===== config.mk =====
export PLATFORM = sky130hd
export DESIGN_NAME = perceptron_train_predict_unit
export DESIGN_NICKNAME = d
export VERILOG_FILES = /design/src/rtl/ptp_pkg.sv /design/src/rtl/perceptron_train_predict_unit.sv
export SDC_FILE = /design/constraint.sdc
export NUM_CORES = 2
export LEC_CHECK = 0
export ABC_CLOCK_PERIOD_IN_PS = 7100
export BUFFER_PORTS_ARGS = -buffer_cell sky130_fd_sc_hd__buf_2
export CAP_MARGIN = 10
export CORE_UTILIZATION = 30
export DETAILED_ROUTE_END_ITERATION = 8
export PLACE_DENSITY = 0.49
export SLEW_MARGIN = 20
export SYNTH_ARGS = -nofsm -noshare
export SYNTH_HDL_FRONTEND = slang
export SYNTH_SLANG_ARGS = --single-unit

===== constraint.sdc =====
create_clock -name clk -period 7.1 [get_ports clk]
set_clock_uncertainty 0.05 [all_clocks]
set_input_delay 1.42 -clock clk [delete_from_list [all_inputs] [get_ports clk]]
set_output_delay 1.42 -clock clk [all_outputs]
set_load 0.005 [all_outputs]

===== src/rtl/ptp_pkg.sv =====
// Package for the perceptron train/predict unit: widths, reset values and op codes.
`default_nettype none
package ptp_pkg;

  localparam int NUM_INPUTS_DEF = 16;

  localparam int W_WIDTH    = 32;  // weight, signed Q8.24
  localparam int F_WIDTH    = 16;  // feature, signed Q8.8
  localparam int RATE_WIDTH = 16;  // learning rate, unsigned Q0.16
  localparam int SUM_WIDTH  = 64;  // exact Q32.32 accumulator
  localparam int PROD_WIDTH = W_WIDTH + F_WIDTH;
  localparam int STEP_WIDTH = RATE_WIDTH + F_WIDTH + 1;  // rate * feature, signed
  localparam int NV_WIDTH   = W_WIDTH + 4;               // weight plus step, no overflow

  localparam logic [RATE_WIDTH-1:0] RATE_RESET = 16'd66;
  localparam logic signed [F_WIDTH-1:0] ONE_Q8_8 = 16'sd256;

  localparam logic OP_PREDICT = 1'b0;
  localparam logic OP_TRAIN   = 1'b1;

  localparam logic CLASS_NEG = 1'b0;
  localparam logic CLASS_POS = 1'b1;

endpackage
`default_nettype wire


===== src/rtl/perceptron_train_predict_unit.sv =====
// Perceptron with bias: streaming dot product, sign decision and saturating Rosenblatt update.
`default_nettype none
// Features of one sample arrive one per input transfer and are summed as they
// come; the transfer marked last yields one result (class before update,
// weights changed, any weight clipped). Each feature passes through a read of
// its weight from the weight memory and a registered multiply; the product
// is then added into the running sum. A last transfer steps through weight
// read, multiply with bias read, product add, bias add, decision and result
// load; when its feature lies beyond NUM_INPUTS, the multiply is skipped and
// the bias is read at once. A result still waiting in the output register
// holds the unit in the result load. When op asks for training and the class
// is wrong, the update walks the n buffered features and the bias one weight
// per cycle through a three-stage read/multiply/write pipeline on the weight
// memory, between decision and result load. Weights start at zero after
// reset through per-entry valid bits, so no clearing pass is needed.
// learning_rate may be written only while the unit is idle. Features beyond
// NUM_INPUTS in one sample are ignored.
module perceptron_train_predict_unit #(
  parameter int NUM_INPUTS = ptp_pkg::NUM_INPUTS_DEF
) (
  input  wire logic                                  clk,
  input  wire logic                                  rst,
  // configuration
  input  wire logic                                  cfg_we,
  input  wire logic [ptp_pkg::RATE_WIDTH-1:0]        cfg_wdata,
  // input channel
  input  wire logic                                  in_valid,
  output logic                                       in_ready,
  input  wire logic                                  op,
  input  wire logic signed [ptp_pkg::F_WIDTH-1:0]    feature,
  input  wire logic                                  label,
  input  wire logic                                  last,
  // output channel
  output logic                                       out_valid,
  input  wire logic                                  out_ready,
  output logic                                       predicted_class,
  output logic                                       weights_changed,
  output logic                                       saturated
);
  import ptp_pkg::*;

  localparam int CW     = $clog2(NUM_INPUTS + 1);
  localparam int FW     = (NUM_INPUTS > 1) ? $clog2(NUM_INPUTS) : 1;
  localparam int WDEPTH = NUM_INPUTS + 1;
  localparam logic [CW-1:0] BIAS_IDX = CW'(NUM_INPUTS);

  localparam logic [2:0] S_IDLE = 3'd0;
  localparam logic [2:0] S_MUL  = 3'd1;
  localparam logic [2:0] S_BRD  = 3'd2;
  localparam logic [2:0] S_BADD = 3'd3;
  localparam logic [2:0] S_CLS  = 3'd4;
  localparam logic [2:0] S_TRN  = 3'd5;
  localparam logic [2:0] S_OUT  = 3'd6;

  // control state
  logic [2:0]                  state;
  logic [CW-1:0]               count;
  logic [CW-1:0]               idx;
  logic                        iss_active;
  logic                        prod_pend;
  logic                        s1_valid;
  logic                        s2_valid;
  logic [RATE_WIDTH-1:0]       learning_rate;
  logic signed [SUM_WIDTH-1:0] sum;
  logic                        chg;
  logic                        sat;

  // payload registers
  logic                         op_q;
  logic                         label_q;
  logic                         last_q;
  logic                         cls_q;
  logic signed [F_WIDTH-1:0]    x_q;
  logic signed [PROD_WIDTH-1:0] prod;
  logic                         s1_bias;
  logic [CW-1:0]                s1_addr;
  logic                         s2_bias;
  logic [CW-1:0]                s2_addr;
  logic signed [W_WIDTH-1:0]    s2_w;
  logic signed [NV_WIDTH-1:0]   s2_delta;

  // memories
  logic signed [W_WIDTH-1:0] wmem [WDEPTH];
  logic [WDEPTH-1:0]         wvalid;
  logic signed [W_WIDTH-1:0] w_rdata;
  logic                      w_rvalid;
  logic signed [F_WIDTH-1:0] fbuf [NUM_INPUTS];
  logic signed [F_WIDTH-1:0] f_rdata;

  // combinational
  logic                         accept;
  logic                         room;
  logic                         w_rd_en;
  logic [CW-1:0]                w_raddr;
  logic                         f_rd_en;
  logic signed [W_WIDTH-1:0]    w_eff;
  logic signed [F_WIDTH-1:0]    fval;
  logic signed [STEP_WIDTH-1:0] step;
  logic signed [NV_WIDTH-1:0]   step2;
  logic signed [NV_WIDTH-1:0]   nv;
  logic                         clip;
  logic signed [W_WIDTH-1:0]    wnew;
  logic                         cls_now;

  assign in_ready = (state == S_IDLE);
  assign accept   = in_valid && in_ready;
  assign room     = (count < BIAS_IDX);
  assign w_eff    = w_rvalid ? w_rdata : '0;
  assign cls_now  = sum[SUM_WIDTH-1] ? CLASS_NEG : CLASS_POS;

  // select the weight memory read address
  always_comb begin
    w_rd_en = 1'b0;
    w_raddr = BIAS_IDX;
    f_rd_en = 1'b0;
    unique case (state)
      S_IDLE: begin
        w_rd_en = accept && (room || last);
        w_raddr = room ? count : BIAS_IDX;
      end
      S_MUL: begin
        w_rd_en = last_q;
      end
      S_TRN: begin
        w_rd_en = iss_active;
        w_raddr = idx;
        f_rd_en = iss_active && (idx != BIAS_IDX);
      end
      default: begin
        w_rd_en = 1'b0;
      end
    endcase
  end

  // training step: rate * feature * (label - class)
  always_comb begin
    fval  = s1_bias ? ONE_Q8_8 : f_rdata;
    step  = $signed({1'b0, learning_rate}) * fval;
    step2 = {{(NV_WIDTH - STEP_WIDTH - 1){step[STEP_WIDTH-1]}}, step, 1'b0};
  end

  // add, saturate
  always_comb begin
    nv   = {{(NV_WIDTH - W_WIDTH){s2_w[W_WIDTH-1]}}, s2_w} + s2_delta;
    clip = (nv[NV_WIDTH-1:W_WIDTH-1] != {(NV_WIDTH - W_WIDTH + 1){nv[NV_WIDTH-1]}});
    if (!clip) begin
      wnew = nv[W_WIDTH-1:0];
    end else if (nv[NV_WIDTH-1]) begin
      wnew = {1'b1, {(W_WIDTH - 1){1'b0}}};
    end else begin
      wnew = {1'b0, {(W_WIDTH - 1){1'b1}}};
    end
  end

  // weight memory: registered read, write from the last training stage
  always_ff @(posedge clk) begin
    if (w_rd_en) begin
      w_rdata  <= wmem[w_raddr];
      w_rvalid <= wvalid[w_raddr];
    end
    if (s2_valid) begin
      wmem[s2_addr] <= wnew;
    end
  end

  // mark entries written since reset
  always_ff @(posedge clk) begin
    if (rst) begin
      wvalid <= '0;
    end else if (s2_valid) begin
      wvalid[s2_addr] <= 1'b1;
    end
  end

  // feature buffer
  always_ff @(posedge clk) begin
    if (accept && room) begin
      fbuf[count[FW-1:0]] <= feature;
    end
    if (f_rd_en) begin
      f_rdata <= fbuf[idx[FW-1:0]];
    end
  end

  // learning rate register
  always_ff @(posedge clk) begin
    if (rst) begin
      learning_rate <= RATE_RESET;
    end else if (cfg_we) begin
      learning_rate <= cfg_wdata;
    end
  end

  // datapath payload
  always_ff @(posedge clk) begin
    if (accept) begin
      op_q    <= op;
      label_q <= label;
      last_q  <= last;
      x_q     <= feature;
    end
    if (state == S_MUL) begin
      prod <= w_eff * x_q;
    end
    if (state == S_CLS) begin
      cls_q <= cls_now;
    end
    s1_bias  <= (idx == BIAS_IDX);
    s1_addr  <= idx;
    s2_bias  <= s1_bias;
    s2_addr  <= s1_addr;
    s2_w     <= w_eff;
    s2_delta <= label_q ? step2 : -step2;
  end

  // output register
  always_ff @(posedge clk) begin
    if (state == S_OUT && (!out_valid || out_ready)) begin
      predicted_class <= cls_q;
      weights_changed <= chg;
      saturated       <= sat;
    end
  end

  // sequencer
  always_ff @(posedge clk) begin
    if (rst) begin
      state      <= S_IDLE;
      count      <= '0;
      idx        <= '0;
      iss_active <= 1'b0;
      prod_pend  <= 1'b0;
      s1_valid   <= 1'b0;
      s2_valid   <= 1'b0;
      sum        <= '0;
      chg        <= 1'b0;
      sat        <= 1'b0;
      out_valid  <= 1'b0;
    end else begin
      s1_valid  <= (state == S_TRN) && iss_active;
      s2_valid  <= s1_valid;
      prod_pend <= (state == S_MUL);

      // load a result when the register frees, drop a taken one
      if (state == S_OUT && (!out_valid || out_ready)) begin
        out_valid <= 1'b1;
      end else if (out_valid && out_ready) begin
        out_valid <= 1'b0;
      end

      // accumulate the dot product
      if (prod_pend) begin
        sum <= sum + {{(SUM_WIDTH - PROD_WIDTH){prod[PROD_WIDTH-1]}}, prod};
      end else if (state == S_BADD) begin
        sum <= sum + {{(SUM_WIDTH - W_WIDTH - 8){w_eff[W_WIDTH-1]}}, w_eff, 8'b0};
      end else if (state == S_CLS) begin
        sum <= '0;
      end

      // collect update flags
      if (s2_valid) begin
        if (wnew != s2_w) begin
          chg <= 1'b1;
        end
        if (clip) begin
          sat <= 1'b1;
        end
      end

      unique case (state)
        S_IDLE: begin
          if (accept) begin
            if (room) begin
              count <= count + 1'b1;
              state <= S_MUL;
            end else if (last) begin
              state <= S_BRD;
            end
          end
        end
        S_MUL: begin
          state <= last_q ? S_BRD : S_IDLE;
        end
        S_BRD: begin
          state <= S_BADD;
        end
        S_BADD: begin
          state <= S_CLS;
        end
        S_CLS: begin
          chg <= 1'b0;
          sat <= 1'b0;
          if (op_q == OP_TRAIN && label_q != cls_now) begin
            idx        <= (count == '0) ? BIAS_IDX : '0;
            iss_active <= 1'b1;
            state      <= S_TRN;
          end else begin
            state <= S_OUT;
          end
        end
        S_TRN: begin
          // advance the issue index: buffered features, then the bias
          if (iss_active) begin
            if (idx == BIAS_IDX) begin
              iss_active <= 1'b0;
            end else if (({1'b0, idx} + 1'b1) < {1'b0, count}) begin
              idx <= idx + 1'b1;
            end else begin
              idx <= BIAS_IDX;
            end
          end
          if (s2_valid && s2_bias) begin
            state <= S_OUT;
          end
        end
        S_OUT: begin
          if (!out_valid || out_ready) begin
            count <= '0;
            state <= S_IDLE;
          end
        end
        default: begin
          state <= S_IDLE;
        end
      endcase
    end
  end

endmodule
`default_nettype wire


# ---- Word level (Yosys, flattened, before mapping)
# Memory sizes are Yosys's and may differ from the RTL's. A register that Yosys moved wholly into a read port is not among the register bits.
# Cells that the tools add are included.
dict set report totals {
  ff_bits 269
  ramBits 800
  in_bits 40
  output_inout_bits 5
  mem_count 2
}
dict set report op_classes {
  n_addsub 7
  multipliers 2
  order_cmp 5
  n_eq_ne 19
  n_mux 45
  n_bitwise 1
  reduce_logical 26
}
# memory words width read_ports rd_clocked_by_memory_dff wr line
set mem_list {}
lappend mem_list {wmem 17 32 1 1 1 perceptron_train_predict_unit.sv:83} ;# logic signed [W_WIDTH-1:0] wmem [WDEPTH];
lappend mem_list {fbuf 16 16 1 1 1 perceptron_train_predict_unit.sv:87} ;# logic signed [F_WIDTH-1:0] fbuf [NUM_INPUTS];
# cell count
set ops {}
lappend ops {{64-bit two-way mux} 3}
lappend ops {{64-bit adder} 2}
lappend ops {{32-bit two-way mux} 3}
lappend ops {{32-bit by 16-bit multiplier with 48-bit output} 1}
lappend ops {{5-bit two-way mux} 9}
lappend ops {{36-bit adder} 1}
lappend ops {{36-bit two-way mux} 1}
lappend ops {{34-bit negator with 36-bit output} 1}
lappend ops {{17-bit by 16-bit multiplier with 33-bit output} 1}
lappend ops {{32-bit != test} 1}
lappend ops {{5-bit case mux with 2 select lines} 3}
lappend ops {{3-bit case mux with 7 select lines} 1}
lappend ops {{17-bit OR} 1}
lappend ops {{16-bit two-way mux} 1}
lappend ops {{3-bit two-way mux} 5}
lappend ops {{1-bit two-way mux} 13}
lappend ops {{5-bit by 6-bit < comparator with 1-bit output, second input constant} 2}
lappend ops {{4-bit AND reduction} 3}
lappend ops {{5-bit by 1-bit adder with 5-bit output, second input constant} 2}
lappend ops {{1-bit logical AND} 10}
lappend ops {{2-bit by 1-bit != test with 1-bit output, second input constant} 5}
lappend ops {{3-bit == test, second input constant} 3}
lappend ops {{5-bit by 1-bit adder with 6-bit output, second input constant} 1}
lappend ops {{3-bit by 2-bit == test with 1-bit output, second input constant} 2}
lappend ops {{other kinds (23)} 30}

# ---- Logic depth before layout (Yosys ltp)
dict set report depth {
  depth_word 6
  ltp_mapped 30
}

# ---- Worst setup path after synthesis
# OpenSTA, ideal clock, no wires.
dict set report synth_path {
  path_kind {reg-to-reg}
  from {register w_rvalid}
  to {register prod[47] (data pin)}
  arrival_ns 7.310
  required_ns 6.790
  path_slack_ns -0.519
  stages_incl_launch_ff 31
  period_less_slack_ns 7.619
  path_cell_list {edfxtp_1 > clkbuf_1 > clkbuf_1 > and2_1 > clkbuf_1 > nand2_1 > fa_1 > inv_1 > fa_1 > inv_1 > fa_1 > fa_1 > inv_1 > fa_1 > inv_1 > fa_1 > inv_1 > ha_1 > and3_1 > a22o_1 > a31o_2 > and4_1 > o211ai_1 > a21oi_1 > a211o_1 > o221ai_1 > a21oi_1 > a221oi_2 > o21ai_0 > a21oi_1 > xnor2_1}
}
dict set report synth_via {
  elab_chain_cells 2
}
# item line
set synth_rtl {}
lappend synth_rtl {{start, declared} perceptron_train_predict_unit.sv:86} ;# logic w_rvalid;
lappend synth_rtl {{start signal, assigned} perceptron_train_predict_unit.sv:159} ;# w_rvalid <= wvalid[w_raddr];
lappend synth_rtl {{32-bit two-way mux} perceptron_train_predict_unit.sv:108} ;# assign w_eff = w_rvalid ? w_rdata : '0;
lappend synth_rtl {{via w_eff[7]} perceptron_train_predict_unit.sv:96} ;# logic signed [W_WIDTH-1:0] w_eff;
lappend synth_rtl {{32-bit by 16-bit multiplier with 48-bit output} perceptron_train_predict_unit.sv:203} ;# prod <= w_eff * x_q;
lappend synth_rtl {{end signal, assigned} perceptron_train_predict_unit.sv:203}
lappend synth_rtl {{end, declared} perceptron_train_predict_unit.sv:74} ;# logic signed [PROD_WIDTH-1:0] prod;
# The timed path passes the listed nets, and every way through them passes these cells.
# A chain may end at the register's enable or synchronous reset.

# ---- Worst setup path in the final report
dict set report layout_path {
  from {register w_rvalid}
  to {register prod[47] (data pin)}
}
dict set report layout_via {
  elab_chain_cells 2
}
# item line
set layout_rtl {}
lappend layout_rtl {{32-bit two-way mux} perceptron_train_predict_unit.sv:108}
lappend layout_rtl {{32-bit by 16-bit multiplier with 48-bit output} perceptron_train_predict_unit.sv:203}
# No other way between the ends.

==> flow_summary.json <==
{
  "netlist_instances": 7030,
  "endpoint_kind": "flip-flop",
  "r2r_cells": 30,
  "cts_hold_buf": 0,
  "wl_per_cell_um": 21.37,
  "globalRoute.busiestLayer": "met2",
  "cts.sink_count": 1116,
  "crit_family": "adder cells",
  "worst-endpoint-arrival_ps": 7900,
  "die_w_um": 510.3,
  "global_route.usage.total_pct": 17.85,
  "final_period_minus_worst_setup_slack_ps": 7427,
  "syn_area_per_cell_um2": 11.03,
  "detail_route.first_pass.iterations": 7,
  "r2r-start": "w_rvalid",
  "tightest_slew_ps": 1248,
  "violations": "negative setup slack",
  "cap_viol_max_count": 0,
  "timing.rr.end": "prod[47]",
  "drt_first_iter_violations": 4324,
  "core_region_area_mm2": 0.2569,
  "vdd_drop_max_uv": 749.4,
  "floorplan.initialDensity_pct": 30.17,
  "max-slew-margin-rel_pct": 15.75,
  "setup.worst_path.class": "reg -> reg",
  "timing.hold.worst.class": "reg -> reg",
  "min_from": "s1_addr[3]",
  "area_growth_from_synthesis_to_layout_pct": 17.71,
  "r2r_setup_slack_ps": -330,
  "fill_cells": 25560,
  "avgViaCountPerCell": 5.043,
  "vias_in_the_first_global_route": 55400,
  "gp_congestion": 0.8785,
  "cts.reportedPaths.clkPinSlew_ps": 50,
  "die_height_um": 510.3,
  "startpoint": "w_rvalid",
  "routed_wire_length_um": 233200,
  "report.final.setup_viol": 13,
  "yosysTopAreaCellShare_pct": 35.64,
  "grt_first_pass_wirelength_um": 351600,
  "critPathMostFrequentCell": "sky130_fd_sc_hd__fa_1",
  "synth_top_cell_by_area": "sky130_fd_sc_hd__edfxtp_1",
  "crit_fanout": 8,
  "timing_max_transition_violations_final": 0,
  "htreeDepth": 4,
  "max_freq_mhz": 134.6,
  "grt_antenna_before_repair": 20,
  "rsz0062_at_grt": "true",
  "clk_root_buffer_cell": "sky130_fd_sc_hd__clkbuf_16",
  "met2_usage_pct": 28.87,
  "cp-endpoint": "prod[47]",
  "overall_die_area_mm2": 0.2604,
  "synth.yosys.seq_area_share_pct": 40.70,
  "postSynthRegisterBits": 1116,
  "design_power_total_mw": 42.83,
  "final.setup.worst_slack_ps": -327.3,
  "ys_top_cells_by_area": "sky130_fd_sc_hd__edfxtp_1 (36%), sky130_fd_sc_hd__fa_1 (18%), sky130_fd_sc_hd__ha_1 (6.4%)",
  "post_synthesis_net_count": 8152,
  "grt.met3_usage_pct": 2.542,
  "tritoncts_clock_tree": "built",
  "cp-start-kind": "flip-flop",
  "placementRows": 186,
  "worst-endpoint-required_ps": 7580,
  "static-leakage-power_nw": 36.97,
  "synth_edf_count": 920,
  "finish.instance_area_mm2": 0.09125,
  "place.port_buffers": 44,
  "drive_gt1_share_pct": 15.44,
  "grt.overflow.total": 0,
  "routed_via_count": 55030,
  "syn-cell-area_mm2": 0.07752,
  "max_stage_delay_ps": 540,
  "cts_max_path_buffers": 3,
  "synthArstFlopShare_pct": 0,
  "critPathBufInv": 8,
  "ys_dominant_reg_cell": "sky130_fd_sc_hd__edfxtp_1",
  "clk_latency_ps": 820,
  "groute.layer.met1.usage_pct": 25.06,
  "setup_tns_ps": -2345,
  "run_status": "finished with violations",
  "power.density_mw_per_mm2": 469.3,
  "critical_path_cell_count": 30,
  "layout.nets": 8543,
  "finalCritPeriodShare_pct": 104.6,
  "synth-warning-count": 0,
  "dpl_cell_area_mm2": 0.08527,
  "tritoncts.num_buffers": 131,
  "pin_count_of_the_biggest_net_entering_global_routing": 173,
  "report.final.hold_viol_count": 0,
  "netlist-cell-type-count": 91,
  "drcViolationCount": 0,
  "postRouteAntennaNets": 0,
  "pin_count": 45,
  "critical_path.slowest_cell": "sky130_fd_sc_hd__fa_1",
  "dp.final_hpwl_um": 167900
}
sequential cells by signal, indices dropped and copies added (netlist names), 3 cells and up:
name / cells
learning_rate: 16
idx: 5
s2_w: 32
s2_delta: 35
state: 3
wmem: 544
fbuf: 256
prod: 48
count: 5
x_q: 16
s1_addr: 5
w_rdata: 32
sum: 64
wvalid: 17
f_rdata: 16
s2_addr: 5
how the worst min path moves through the flow:
| stage | to | slack [ps] | depth (start not counted) |
|---|---|---|---|
| floorplan | s2_addr[0] | 260 | 0 |
| global placement | s2_addr[4] | 270 | 0 |
| detailed placement | s2_addr[3] | 260 | 0 |
| CTS | s2_addr[3] | 280 | 0 |
| global route | s2_addr[3] | 280 | 0 |
| finish | s2_addr[3] | 280 | 0 |
metrics by stage:
step,util [%],instances,hold WS [ps],setup slack (ps)
6_report,35.52,10910,275.6,-327.3
3_5_place_dp,33.19,10620,264.7,-716.5
2_1_floorplan,-,7030,259.6,7.286
3_3_place_gp,33.19,10620,265.6,-773.6
4_1_cts,35.27,10890,276.6,-331.4
5_1_grt,35.51,10910,283.5,-584.4
routing by layer:
layer	part of all wire (%)	wire length (um)	vias up
met5	0.046	107	-
met4	2.1	4894	18
met3	5.1	11920	282
met2	47	110200	1294
met1	45	106100	28220
li1	-	-	25220
cells in the final DEF (no fill, tap or decap), types with 28 or more instances in the layout:
cell | synthesis | routed
sky130_fd_sc_hd__edfxtp_1 | 920 | 920
sky130_fd_sc_hd__nand2_1 | 862 | 845
sky130_fd_sc_hd__inv_1 | 810 | 791
sky130_fd_sc_hd__fa_1 | 683 | 673
sky130_fd_sc_hd__buf_4 | 0 | 495
sky130_fd_sc_hd__ha_1 | 399 | 381
sky130_fd_sc_hd__and2_1 | 304 | 287
sky130_fd_sc_hd__nor2_1 | 298 | 272
sky130_fd_sc_hd__a21oi_1 | 290 | 265
sky130_fd_sc_hd__a211oi_1 | 234 | 228
sky130_fd_sc_hd__and3_1 | 196 | 193
sky130_fd_sc_hd__dfxtp_1 | 196 | 191
sky130_fd_sc_hd__a21o_1 | 173 | 173
sky130_fd_sc_hd__xnor2_1 | 165 | 161
sky130_fd_sc_hd__clkbuf_16 | 0 | 132
sky130_fd_sc_hd__o21ai_0 | 132 | 108
sky130_fd_sc_hd__a31oi_1 | 101 | 97
sky130_fd_sc_hd__xor2_1 | 87 | 85
sky130_fd_sc_hd__mux4_2 | 80 | 80
sky130_fd_sc_hd__a311oi_1 | 70 | 69
sky130_fd_sc_hd__nand2b_1 | 64 | 59
sky130_fd_sc_hd__nand3_1 | 50 | 49
sky130_fd_sc_hd__buf_2 | 16 | 43
sky130_fd_sc_hd__buf_12 | 0 | 40
sky130_fd_sc_hd__a222oi_1 | 39 | 39
sky130_fd_sc_hd__nor3_1 | 45 | 37
sky130_fd_sc_hd__nand4_1 | 36 | 36
sky130_fd_sc_hd__o21bai_1 | 34 | 34
sky130_fd_sc_hd__buf_6 | 1 | 34
sky130_fd_sc_hd__nor2b_1 | 39 | 33
sky130_fd_sc_hd__clkbuf_1 | 325 | 31
sky130_fd_sc_hd__o21a_1 | 28 | 28
cell usage after synthesis (all sizes together) (50+ instances only):
cell type	count
a21o	173
a211oi	236
a311oi	70
fa	683
xnor2	165
ha	399
and3	196
and2	306
xor2	87
a21oi	296
nor2	298
mux4	80
edfxtp	920
a31oi	101
dfxtp	196
nand2	862
nand3	50
nand2b	64
clkbuf	325
inv	810
o21ai	145
cells by family after synthesis:
family	Yosys count	share of synthesized area [%]
and+or+nand+nor	2005	12.46
adders and majority gates	1082	24.08
muxes	97	2.545
DFF	1116	40.70
buffers and inverters	1167	5.686
xor gates and xnor gates	252	2.847
AOI/OAI and AO/OA	1311	11.68
where the power goes:
group	leakage (nW)	internal, mW	total, mW	switching, mW
combinational	24.9	12.2	26.7	14.4
sequential	9.92	8.85	9.23	0.386
clock	2.13	4.01	6.92	2.91
total	37.0	25.1	42.8	17.7
what timing repair did:
action                                  CTS  global route
hold endpoints to repair                  0             0
setup buffers                            26            19
endpoints found under the setup margin   34            33
gates cloned                              3             0
resized for setup                       157           108
pin swaps                                67           104
layout make-up:
type | count | area [um^2] | area share, %
Clock buffer | 172 | 3543 | 3.883
Multi-Input combinational cell | 4747 | 42810 | 46.92
Timing Repair Buffer | 615 | 5195 | 5.693
Sequential cell | 1116 | 31560 | 34.59
Tap cell | 3384 | 4234 | 4.640
Clock inverter | 64 | 853.3 | 0.9352
Inverter | 810 | 3040 | 3.332
Antenna cell | 3 | 7.507 | 0.008227
No activity file was read; power rests on OpenSTA's default activity.
